==> config.mk <==
export PLATFORM = sky130hd
export DESIGN_NAME = mono_note_priority_stack
export DESIGN_NICKNAME = d
export VERILOG_FILES = /design/src/rtl/mnps_pkg.sv /design/src/rtl/mnps_fifo.sv /design/src/rtl/mnps_front.sv /design/src/rtl/mnps_back.sv /design/src/rtl/mono_note_priority_stack.sv
export SDC_FILE = /design/constraint.sdc
export NUM_CORES = 1
export LEC_CHECK = 0
export BUFFER_PORTS_ARGS = -buffer_cell sky130_fd_sc_hd__buf_2
export CAP_MARGIN = 25
export CORE_UTILIZATION = 35
export DETAILED_ROUTE_END_ITERATION = 16
export GPL_TIMING_DRIVEN = 1
export PLACE_DENSITY = 0.61
export SETUP_SLACK_MARGIN = 0.5
export SLEW_MARGIN = 30
export SYNTH_ARGS = -nofsm -noshare
export SYNTH_HDL_FRONTEND = slang
export SYNTH_SLANG_ARGS = --single-unit
==> constraint.sdc <==
create_clock -name i_clk -period 10.84 [get_ports i_clk]
set_clock_uncertainty 0.05 [all_clocks]
set_input_delay 0.542 -clock i_clk [delete_from_list [all_inputs] [get_ports i_clk]]
set_output_delay 0.542 -clock i_clk [all_outputs]
set_load 0.05 [all_outputs]
==> src/rtl/mnps_pkg.sv <==
`default_nettype none

package mnps_pkg;

    // Width of a MIDI data byte and of the channel filter register.
    localparam int NOTE_W = 7;
    localparam int CFG_W  = 5;

    // Message types, taken from the upper nibble of the status byte.
    localparam logic [3:0] MSG_NOTE_OFF = 4'h8;
    localparam logic [3:0] MSG_NOTE_ON  = 4'h9;

    // Channel filter value that lets every channel through.
    localparam logic [CFG_W-1:0] CHAN_OMNI = 5'd0;

    // Note that sounds after reset (A4, 440 Hz).
    localparam logic [NOTE_W-1:0] RESET_NOTE = 7'd69;

    // Depth of the queues between the ports and the two halves of the block.
    localparam int QUEUE_DEPTH = 2;

    typedef struct packed {
        logic [7:0]        status_byte;
        logic [NOTE_W-1:0] note_byte;
        logic [NOTE_W-1:0] velocity_byte;
    } t_msg;

    typedef struct packed {
        logic              gate;
        logic [NOTE_W-1:0] current_note;
        logic [21:0]       frequency_q8;
        logic [NOTE_W-1:0] current_velocity;
        logic [4:0]        held_count;
    } t_result;

    typedef enum logic [1:0] {
        OP_NOP,
        OP_ON,
        OP_OFF
    } t_op;

    typedef struct packed {
        t_op               op;
        logic [NOTE_W-1:0] note;
        logic [NOTE_W-1:0] vel;
    } t_cmd;

    typedef enum logic [2:0] {
        ST_IDLE,
        ST_SCAN,
        ST_SETTLE,
        ST_NOTE,
        ST_FREQ
    } t_back_state;

    // 1760 Hz times 2^(r/12), in Q16, for each semitone r of the octave.
    function automatic logic [27:0] base_q16(input logic [3:0] semi);
        logic [27:0] val;
        case (semi)
            4'd0:    val = 28'd115343360;
            4'd1:    val = 28'd122202033;
            4'd2:    val = 28'd129468544;
            4'd3:    val = 28'd137167144;
            4'd4:    val = 28'd145323527;
            4'd5:    val = 28'd153964914;
            4'd6:    val = 28'd163120144;
            4'd7:    val = 28'd172819773;
            4'd8:    val = 28'd183096171;
            4'd9:    val = 28'd193983636;
            4'd10:   val = 28'd205518503;
            4'd11:   val = 28'd217739269;
            default: val = 28'd0;
        endcase
        return val;
    endfunction

endpackage

`default_nettype wire

==> src/rtl/mnps_fifo.sv <==
`default_nettype none

module mnps_fifo #(
    parameter int WIDTH = 8,
    parameter int DEPTH = 2
) (
    input  wire logic             i_clk,
    input  wire logic             i_rst_n,
    input  wire logic             i_push,
    input  wire logic [WIDTH-1:0] i_wdata,
    output logic                  o_full,
    input  wire logic             i_pop,
    output logic [WIDTH-1:0]      o_rdata,
    output logic                  o_empty
);

    localparam int AW = (DEPTH > 1) ? $clog2(DEPTH) : 1;

    logic [WIDTH-1:0] r_mem [DEPTH];
    logic [AW-1:0]    r_wr;
    logic [AW-1:0]    r_rd;
    logic [AW:0]      r_cnt;
    logic             wr_en;
    logic             rd_en;

    assign o_full  = (r_cnt == (AW+1)'(DEPTH));
    assign o_empty = (r_cnt == '0);
    assign o_rdata = r_mem[r_rd];
    assign wr_en   = i_push && !o_full;
    assign rd_en   = i_pop && !o_empty;

    always_ff @(posedge i_clk) begin
        if (!i_rst_n) begin
            r_wr  <= '0;
            r_rd  <= '0;
            r_cnt <= '0;
        end else begin
            if (wr_en) begin
                r_wr <= (r_wr == AW'(DEPTH - 1)) ? '0 : r_wr + AW'(1);
            end
            if (rd_en) begin
                r_rd <= (r_rd == AW'(DEPTH - 1)) ? '0 : r_rd + AW'(1);
            end
            if (wr_en && !rd_en) begin
                r_cnt <= r_cnt + (AW+1)'(1);
            end else if (rd_en && !wr_en) begin
                r_cnt <= r_cnt - (AW+1)'(1);
            end
        end
    end

    always_ff @(posedge i_clk) begin
        if (wr_en) begin
            r_mem[r_wr] <= i_wdata;
        end
    end

endmodule

`default_nettype wire

==> src/rtl/mnps_front.sv <==
`default_nettype none

module mnps_front (
    input  wire logic                        i_clk,
    input  wire logic                        i_rst_n,
    input  wire logic                        i_cfg_we,
    input  wire logic [mnps_pkg::CFG_W-1:0]  i_cfg_wdata,
    input  wire mnps_pkg::t_msg              i_msg,
    output mnps_pkg::t_cmd                   o_cmd
);

    logic [mnps_pkg::CFG_W-1:0] r_filter;
    logic [mnps_pkg::CFG_W-1:0] chan;
    logic                       chan_ok;
    logic                       vel_zero;

    always_ff @(posedge i_clk) begin
        if (!i_rst_n) begin
            r_filter <= mnps_pkg::CHAN_OMNI;
        end else if (i_cfg_we) begin
            r_filter <= i_cfg_wdata;
        end
    end

    // Channel numbers run from 1 to 16; a filter above 16 matches nothing.
    assign chan     = {1'b0, i_msg.status_byte[3:0]} + mnps_pkg::CFG_W'(1);
    assign chan_ok  = (r_filter == mnps_pkg::CHAN_OMNI) || (r_filter == chan);
    assign vel_zero = (i_msg.velocity_byte == '0);

    always_comb begin
        o_cmd.note = i_msg.note_byte;
        o_cmd.vel  = i_msg.velocity_byte;
        o_cmd.op   = mnps_pkg::OP_NOP;
        if (chan_ok) begin
            unique case (i_msg.status_byte[7:4])
                mnps_pkg::MSG_NOTE_ON:  o_cmd.op = vel_zero ? mnps_pkg::OP_OFF
                                                            : mnps_pkg::OP_ON;
                mnps_pkg::MSG_NOTE_OFF: o_cmd.op = mnps_pkg::OP_OFF;
                default:                o_cmd.op = mnps_pkg::OP_NOP;
            endcase
        end
    end

endmodule

`default_nettype wire

==> src/rtl/mnps_back.sv <==
`default_nettype none

module mnps_back #(
    parameter int STACK_DEPTH = 16
) (
    input  wire logic              i_clk,
    input  wire logic              i_rst_n,
    input  wire logic              i_cmd_valid,
    input  wire mnps_pkg::t_cmd    i_cmd,
    output logic                   o_cmd_pop,
    input  wire logic              i_res_full,
    output logic                   o_res_push,
    output mnps_pkg::t_result      o_res
);

    localparam int CW = $clog2(STACK_DEPTH + 1);
    localparam int IW = (STACK_DEPTH > 1) ? $clog2(STACK_DEPTH) : 1;
    localparam int NW = mnps_pkg::NOTE_W;

    mnps_pkg::t_back_state r_state;
    mnps_pkg::t_back_state n_state;

    // Entry 0 is the newest note; older notes sit at higher entries.
    logic [NW-1:0]          r_note [STACK_DEPTH];
    logic [NW-1:0]          r_vel  [STACK_DEPTH];
    logic [NW-1:0]          n_note [STACK_DEPTH];
    logic [NW-1:0]          n_vel  [STACK_DEPTH];
    logic [NW-1:0]          up_note [STACK_DEPTH];
    logic [NW-1:0]          up_vel  [STACK_DEPTH];
    logic [NW-1:0]          dn_note [STACK_DEPTH];
    logic [NW-1:0]          dn_vel  [STACK_DEPTH];
    logic [STACK_DEPTH-1:0] n_match;
    logic [STACK_DEPTH-1:0] r_match;
    logic [CW-1:0]          r_count;
    logic [CW-1:0]          count_m1;
    logic [IW-1:0]          r_idx;
    logic                   r_gate;
    logic [NW-1:0]          r_snd_note;
    logic [NW-1:0]          r_snd_vel;
    logic [3:0]             r_oct;
    logic [3:0]             r_semi;

    logic       stk_push;
    logic       stk_remove;
    logic       settle;
    logic [7:0] note_ofs;
    logic [15:0] prod;
    logic [3:0] oct;
    logic [7:0] oct_x12;
    logic [7:0] semi;
    logic [37:0] scaled;
    logic [37:0] rounded;
    logic [CW+4:0] count_ext;

    // Neighbour taps for the shift on push and the compaction on removal.
    for (genvar g = 0; g < STACK_DEPTH; g++) begin : g_taps
        if (g < STACK_DEPTH - 1) begin : g_up
            assign up_note[g] = r_note[g+1];
            assign up_vel[g]  = r_vel[g+1];
        end else begin : g_top
            assign up_note[g] = r_note[g];
            assign up_vel[g]  = r_vel[g];
        end
        if (g > 0) begin : g_dn
            assign dn_note[g] = r_note[g-1];
            assign dn_vel[g]  = r_vel[g-1];
        end else begin : g_new
            assign dn_note[g] = i_cmd.note;
            assign dn_vel[g]  = i_cmd.vel;
        end
        assign n_match[g] = (r_note[g] == i_cmd.note) && (CW'(g) < r_count);
    end

    always_comb begin
        for (int j = 0; j < STACK_DEPTH; j++) begin
            n_note[j] = r_note[j];
            n_vel[j]  = r_vel[j];
            if (stk_push) begin
                n_note[j] = dn_note[j];
                n_vel[j]  = dn_vel[j];
            end else if (stk_remove && (IW'(j) >= r_idx)) begin
                n_note[j] = up_note[j];
                n_vel[j]  = up_vel[j];
            end
        end
    end

    assign count_m1 = r_count - CW'(1);

    // Next state.
    always_comb begin
        n_state = r_state;
        unique case (r_state)
            mnps_pkg::ST_IDLE: begin
                if (i_cmd_valid) begin
                    if (i_cmd.op == mnps_pkg::OP_OFF) begin
                        n_state = (r_count == '0) ? mnps_pkg::ST_SETTLE
                                                  : mnps_pkg::ST_SCAN;
                    end else begin
                        n_state = mnps_pkg::ST_NOTE;
                    end
                end
            end
            mnps_pkg::ST_SCAN: begin
                if (r_match[r_idx] || (r_idx == '0)) begin
                    n_state = mnps_pkg::ST_SETTLE;
                end
            end
            mnps_pkg::ST_SETTLE: n_state = mnps_pkg::ST_NOTE;
            mnps_pkg::ST_NOTE:   n_state = mnps_pkg::ST_FREQ;
            mnps_pkg::ST_FREQ: begin
                if (!i_res_full) begin
                    n_state = mnps_pkg::ST_IDLE;
                end
            end
            default: n_state = mnps_pkg::ST_IDLE;
        endcase
    end

    // Control outputs.
    always_comb begin
        o_cmd_pop  = 1'b0;
        stk_push   = 1'b0;
        stk_remove = 1'b0;
        settle     = 1'b0;
        o_res_push = 1'b0;
        unique case (r_state)
            mnps_pkg::ST_IDLE: begin
                o_cmd_pop = i_cmd_valid;
                stk_push  = i_cmd_valid && (i_cmd.op == mnps_pkg::OP_ON);
            end
            mnps_pkg::ST_SCAN:   stk_remove = r_match[r_idx];
            mnps_pkg::ST_SETTLE: settle = 1'b1;
            mnps_pkg::ST_FREQ:   o_res_push = !i_res_full;
            default: ;
        endcase
    end

    always_ff @(posedge i_clk) begin
        if (!i_rst_n) begin
            r_state    <= mnps_pkg::ST_IDLE;
            r_count    <= '0;
            r_gate     <= 1'b0;
            r_snd_note <= mnps_pkg::RESET_NOTE;
            r_snd_vel  <= '0;
        end else begin
            r_state <= n_state;
            if (stk_push) begin
                if (r_count != CW'(STACK_DEPTH)) begin
                    r_count <= r_count + CW'(1);
                end
                r_gate     <= 1'b1;
                r_snd_note <= i_cmd.note;
                r_snd_vel  <= i_cmd.vel;
            end else if (stk_remove) begin
                r_count <= count_m1;
            end else if (settle) begin
                if (r_count == '0) begin
                    r_gate <= 1'b0;
                end else begin
                    r_snd_note <= r_note[0];
                    r_snd_vel  <= r_vel[0];
                end
            end
        end
    end

    always_ff @(posedge i_clk) begin
        for (int j = 0; j < STACK_DEPTH; j++) begin
            r_note[j] <= n_note[j];
            r_vel[j]  <= n_vel[j];
        end
        if (o_cmd_pop) begin
            r_match <= n_match;
            r_idx   <= count_m1[IW-1:0];
        end else if ((r_state == mnps_pkg::ST_SCAN) && !stk_remove) begin
            r_idx <= r_idx - IW'(1);
        end
        r_oct  <= oct;
        r_semi <= semi[3:0];
    end

    // Octave and semitone of note + 3, dividing by 12 through the
    // reciprocal 171 / 2048, which is exact for every 7-bit note.
    assign note_ofs = {1'b0, r_snd_note} + 8'd3;
    assign prod     = 16'(note_ofs) * 16'd171;
    assign oct      = prod[14:11];
    assign oct_x12  = 8'({oct, 3'b000}) + 8'({oct, 2'b00});
    assign semi     = note_ofs - oct_x12;

    assign scaled  = {10'd0, mnps_pkg::base_q16(r_semi)} << r_oct;
    assign rounded = scaled + 38'd32768;

    assign count_ext = {5'd0, r_count};

    always_comb begin
        o_res.gate             = r_gate;
        o_res.current_note     = r_snd_note;
        o_res.frequency_q8     = rounded[37:16];
        o_res.current_velocity = r_snd_vel;
        o_res.held_count       = count_ext[4:0];
    end

`ifndef SYNTHESIS
    a_count_bound: assert property (@(posedge i_clk) disable iff (!i_rst_n)
        r_count <= CW'(STACK_DEPTH))
        else $error("held-note count beyond stack depth");

    a_gate_idle: assert property (@(posedge i_clk) disable iff (!i_rst_n)
        (r_state == mnps_pkg::ST_IDLE) |-> (r_gate == (r_count != '0)))
        else $error("gate disagrees with the held-note count between words");

    a_scan_range: assert property (@(posedge i_clk) disable iff (!i_rst_n)
        (r_state == mnps_pkg::ST_SCAN) |-> (CW'(r_idx) < r_count))
        else $error("stack scan outside the held entries");

    a_pop_busy: assert property (@(posedge i_clk) disable iff (!i_rst_n)
        o_cmd_pop |=> (r_state != mnps_pkg::ST_IDLE))
        else $error("command taken without leaving idle");
`endif

endmodule

`default_nettype wire

==> src/rtl/mono_note_priority_stack.sv <==
// Monophonic MIDI-to-CV converter with last-note priority.
// Input channel: a word is a three-byte MIDI channel message on i_msg. It is
// taken at a rising edge with push high and full low. The channel filter is
// written through i_cfg_we / i_cfg_wdata: 0 passes every channel, 1 to 16 one
// channel only. It should only be written while no word is in flight.
// Result channel: every message, dropped or not, yields exactly one word on
// o_result giving gate, sounding note and velocity, its frequency in Q14.8
// and the number of held notes. The oldest word is shown while empty is low
// and is taken at an edge with pop high.
// In the back part every word passes the note state and then the frequency
// state, which holds while the output queue is full. A release first passes
// the settle state, preceded on a non-empty stack by the one-entry-per-cycle
// scan of the held-note stack, which sets how long a release takes. One word
// is in work at a time: the back part takes no new command until the
// current result is queued.
// Reset empties the stack, drops the gate, sets the sounding note to 69
// (440 Hz) with velocity 0 and sets the filter to all channels.
// When the receiver stalls, two results wait in the output queue, then the
// back part holds, the two-word command queue fills and full rises.
`default_nettype none

module mono_note_priority_stack #(
    parameter int STACK_DEPTH = 16
) (
    input  wire logic                        i_clk,
    input  wire logic                        i_rst_n,
    input  wire logic                        push,
    input  wire mnps_pkg::t_msg              i_msg,
    output logic                             full,
    output logic                             empty,
    input  wire logic                        pop,
    output mnps_pkg::t_result                o_result,
    input  wire logic                        i_cfg_we,
    input  wire logic [mnps_pkg::CFG_W-1:0]  i_cfg_wdata
);

    localparam int CMD_W = $bits(mnps_pkg::t_cmd);
    localparam int RES_W = $bits(mnps_pkg::t_result);

    mnps_pkg::t_cmd    front_cmd;
    mnps_pkg::t_cmd    back_cmd;
    logic [CMD_W-1:0]  cmd_q_data;
    logic              cmd_q_empty;
    logic              cmd_pop;
    mnps_pkg::t_result back_res;
    logic              res_push;
    logic              res_full;
    logic [RES_W-1:0]  res_q_data;

    // The front part checks the channel and sorts the message into a
    // note-on, a release or a message that changes nothing.
    mnps_front u_front (
        .i_clk       (i_clk),
        .i_rst_n     (i_rst_n),
        .i_cfg_we    (i_cfg_we),
        .i_cfg_wdata (i_cfg_wdata),
        .i_msg       (i_msg),
        .o_cmd       (front_cmd)
    );

    mnps_fifo #(
        .WIDTH (CMD_W),
        .DEPTH (mnps_pkg::QUEUE_DEPTH)
    ) u_cmd_q (
        .i_clk   (i_clk),
        .i_rst_n (i_rst_n),
        .i_push  (push),
        .i_wdata (front_cmd),
        .o_full  (full),
        .i_pop   (cmd_pop),
        .o_rdata (cmd_q_data),
        .o_empty (cmd_q_empty)
    );

    assign back_cmd = mnps_pkg::t_cmd'(cmd_q_data);

    // The back part owns the held-note stack and works out each result.
    mnps_back #(
        .STACK_DEPTH (STACK_DEPTH)
    ) u_back (
        .i_clk       (i_clk),
        .i_rst_n     (i_rst_n),
        .i_cmd_valid (!cmd_q_empty),
        .i_cmd       (back_cmd),
        .o_cmd_pop   (cmd_pop),
        .i_res_full  (res_full),
        .o_res_push  (res_push),
        .o_res       (back_res)
    );

    // Output queue, so that a stalled receiver does not hold the back part
    // until two results are waiting.
    mnps_fifo #(
        .WIDTH (RES_W),
        .DEPTH (mnps_pkg::QUEUE_DEPTH)
    ) u_res_q (
        .i_clk   (i_clk),
        .i_rst_n (i_rst_n),
        .i_push  (res_push),
        .i_wdata (back_res),
        .o_full  (res_full),
        .i_pop   (pop),
        .o_rdata (res_q_data),
        .o_empty (empty)
    );

    assign o_result = mnps_pkg::t_result'(res_q_data);

endmodule

`default_nettype wire
==> metrics.md <==
| Metric | Value |
|---|---|
| Status | `finished, final reports clean` |
| Die Ht | `253 µm` |
| Setup_tns | `0 ps` |
| Slowest cell delay on critical path | `640 ps` |
| Avg Inst Size Synth | `10.8 µm²` |
| Net Count, Synth | `between 2000 and 2500` |
| Worst-path maximum fanout | `18` |
| Nets | `2181` |
| Mapped Area | `between 0.02 and 0.025 mm²` |
| Clock transition at the registers of the reported paths | `about 60 ps` |
| Initial antenna violation count | `2` |
| Fin crit period | `6440 ps` |
| Setup Viol. Count Final | `0` |
| Hold Vio Cnt, Final | `0` |
| Area of the multi-input gates | `0.00922 mm²` |
| Critical path data required time | `11300 ps` |
| Critical path cell sequence | `inv_1 > ha_1 > xnor2_1 > ha_1 > fa_1 > fa_1 > inv_1 > fa_1 > inv_1 > ha_1 > a21oi_1 > nand3b_1 > o221a_2 > o211ai_1 > ha_1 > xnor2_1 > xor3_1 > nand2_1 > o22ai_1` |
| Class of the worst hold path | `in -> reg` |
| Least-Margin Pin Slew | `approximately 950 ps` |
| Max Freq | `between 150 and 200 MHz` |
| First-pass GRT wire length | `a little over 80000 µm` |
| Via count | `14900` |
| Num ports | `76` |
| Setup CP Type | `reg -> reg` |
| Final worst path period share | `59.4%` |
| Fill count | `5957` |
| Synthesized instance count | `2033` |
| EDFF count, synth | `360` |
| Clock Latency Late Sink | `about 590 ps` |
| Vias in the first global route | `14700` |
| Netlist cell types | `81` |
| CP arrival | `6900 ps` |
| DRC viols | `0` |
| TritonRoute pass-1 iters | `5` |
| Critical-path top delay cell | `dfxtp_1` |
| YS warnings | `0` |
| Post_cts resized | `0` |
| Max_slew headroom | `37.0%` |
| Wirelength per Cell | `~18 µm` |
| CTS buffer count | `47` |
| Main synth FF type | `edfxtp_1` |
| Share of cells above drive strength 1 | `about an eighth` |
| PortBufs | `75` |
| Clock root buffer | `clkbuf_16` |
| GR Util All Layers | `between 10% and 20%` |
| Clk buf depth | `3` |
| Synth-to-layout area growth | `12.5%` |
| Post-DP HPWL | `35600 µm` |
| Post-CTS Setup Repair Bufs | `0` |
| Placer Congestion | `between 0.8 and 0.9` |
| Pins Over Slew Limit | `0` |
| Post-synth ARST share | `0%` |
| Routed Antenna Nets | `0` |
| # rows | `91` |
| CTS tree | `done` |
| Drt total wl | `51700 µm` |
| Crit end category | `flop` |
| Die Area | `roughly 0.064 mm²` |
| Clk sinks | `around 430` |
| Register area share after synthesis | `55.5%` |
| H-tree lvl count | `2` |
| Post-CTS Hold Buffers | `0` |
| Element type at the critical path start | `flop` |
| DRT iter0 DRCs | `around 1100` |
| Number of synthesized register bits | `between 400 and 500` |
| FF/Latch Area | `0.0122 mm²` |
| Initial Util | `between 30% and 40%` |
| Most frequent CP cell | `ha_1` |
| Die extent in x | `253 µm` |
| Largest net degree at the start of global routing | `just over 90` |
| Total gr overflow | `0` |
| Core area | `0.0618 mm²` |
| DR vias/cell | `5.03` |
| RSZ-0062 raised after global routing | `false` |
| Max_cap viols | `0` |
[cell usage in the layout, fill, tap and decap left out, drive strengths merged, types with 11 or more instances in the layout]
master	Yosys	layout
and2	11	11
nor2	60	60
buf	17	100
nor2b	25	25
a21oi	37	37
nand2b	13	13
clkbuf	84	57
xor2	114	114
edfxtp	360	360
nand2	678	678
nand4	26	26
o22ai	11	11
dfxtp	69	69
o21ai	40	40
mux2i	70	70
inv	56	57
nor4	11	11
mux4	18	18
xnor2	46	46
fa	11	11
ha	57	57
mux2	52	52
a21o	12	12
clkinv	2	25
nand3	19	19
[metrics by stage]
stage          cell area (µm²)  setup WS [ps]  hold WS, ps  util, %  cells
3_5_place_dp             23200           4450          388     37.6   2868
6_report                 24700           4400         97.2     40.0   2955
4_1_cts                  24700           4360         65.5     39.9   2953
5_1_grt                  24700           3890         74.6     40.0   2954
2_1_floorplan            22000           5390          369        -   2033
3_3_place_gp             23200           4580          380     37.6   2868
[metal layers]
metal | global-route usage (%) | vias to the layer above | share of wire (%)
met5 | 0 | - | 0
met4 | 4.90 | 0 | 2.2
met3 | 2.52 | 80 | 5.1
met2 | 26.1 | 395 | 46
met1 | 22.4 | 7241 | 47
li1 | - | 7152 | -
[flip-flops by register name (all words and copies together), names as in the netlist, 2 cells and up, named ones only]
name and cells:
u_back.r_note 112, u_back.r_count 5, u_res_q.r_cnt 2, u_front.r_filter 5
u_back.r_vel 112, u_back.r_idx 4, u_res_q.r_mem 84, u_back.r_snd_note 7
u_cmd_q.r_mem 32, u_back.r_oct 4, u_back.r_state 3, u_back.r_snd_vel 7
u_back.r_match 16, u_cmd_q.r_cnt 2
[cell families after synthesis]
logic type,synth area share (%)
compound gates,5.85
xor+xnor,6.59
fa+ha+maj,4.25
buf+inv,3.02
flops,55.5
mux,7.87
other cells,0.0171
simple gates,16.9
[critical path: cells and delay by family, from the launching register on]
family | cells | cell delay [ps]
adders and majority gates | 7 | 2570
xor gates and xnor gates | 3 | 1210
AOI/OAI and AO/OA | 4 | 980
DFF | 1 | 640
and+or+nand+nor | 2 | 470
buffers and inverters | 3 | 420
[worst paths after layout]
check,to,cells after the start,from,slack (ps)
min reg2reg,u_back.r_vel[15][1]$_DFFE_PP_,0,u_back.r_vel[14][1]$_DFFE_PP_,400
max reg2reg,flop,19,u_back.r_snd_note[0]$_SDFFE_PN1P_,4400
min,u_cmd_q.r_mem[0][12]$_DFFE_PP_,1,i_msg[12],100
max,flop,19,u_back.r_snd_note[0]$_SDFFE_PN1P_,4400
[area by class of cell]
class                   count  area share, %
diodes                      1         0.0101
repair buffers            100           2.31
clock buffers              57           5.03
clock inverters            28          0.891
flip-flops and latches    429           49.3
well taps                 837           4.24
inverters                  58          0.901
multi-input cells        1445           37.3
[synth_stat cells (13+ instances only)]
master | instances | area [µm²]
o21ai_0 | 40 | 200
nand4_1 | 26 | 163
mux2_2 | 52 | 586
a21oi_1 | 37 | 185
xnor2_1 | 46 | 403
nand2b_1 | 13 | 81.3
edfxtp_1 | 360 | 10800
nor2b_1 | 25 | 156
nand3_1 | 17 | 85.1
inv_1 | 55 | 206
nand2_1 | 678 | 2540
clkbuf_1 | 84 | 315
dfxtp_1 | 69 | 1380
xor2_1 | 114 | 998
ha_1 | 57 | 713
mux2i_1 | 70 | 701
nor2_1 | 60 | 225
Power is not shown: default switching activity piles up to over one toggle a cycle in this logic, so the estimate is an artifact.
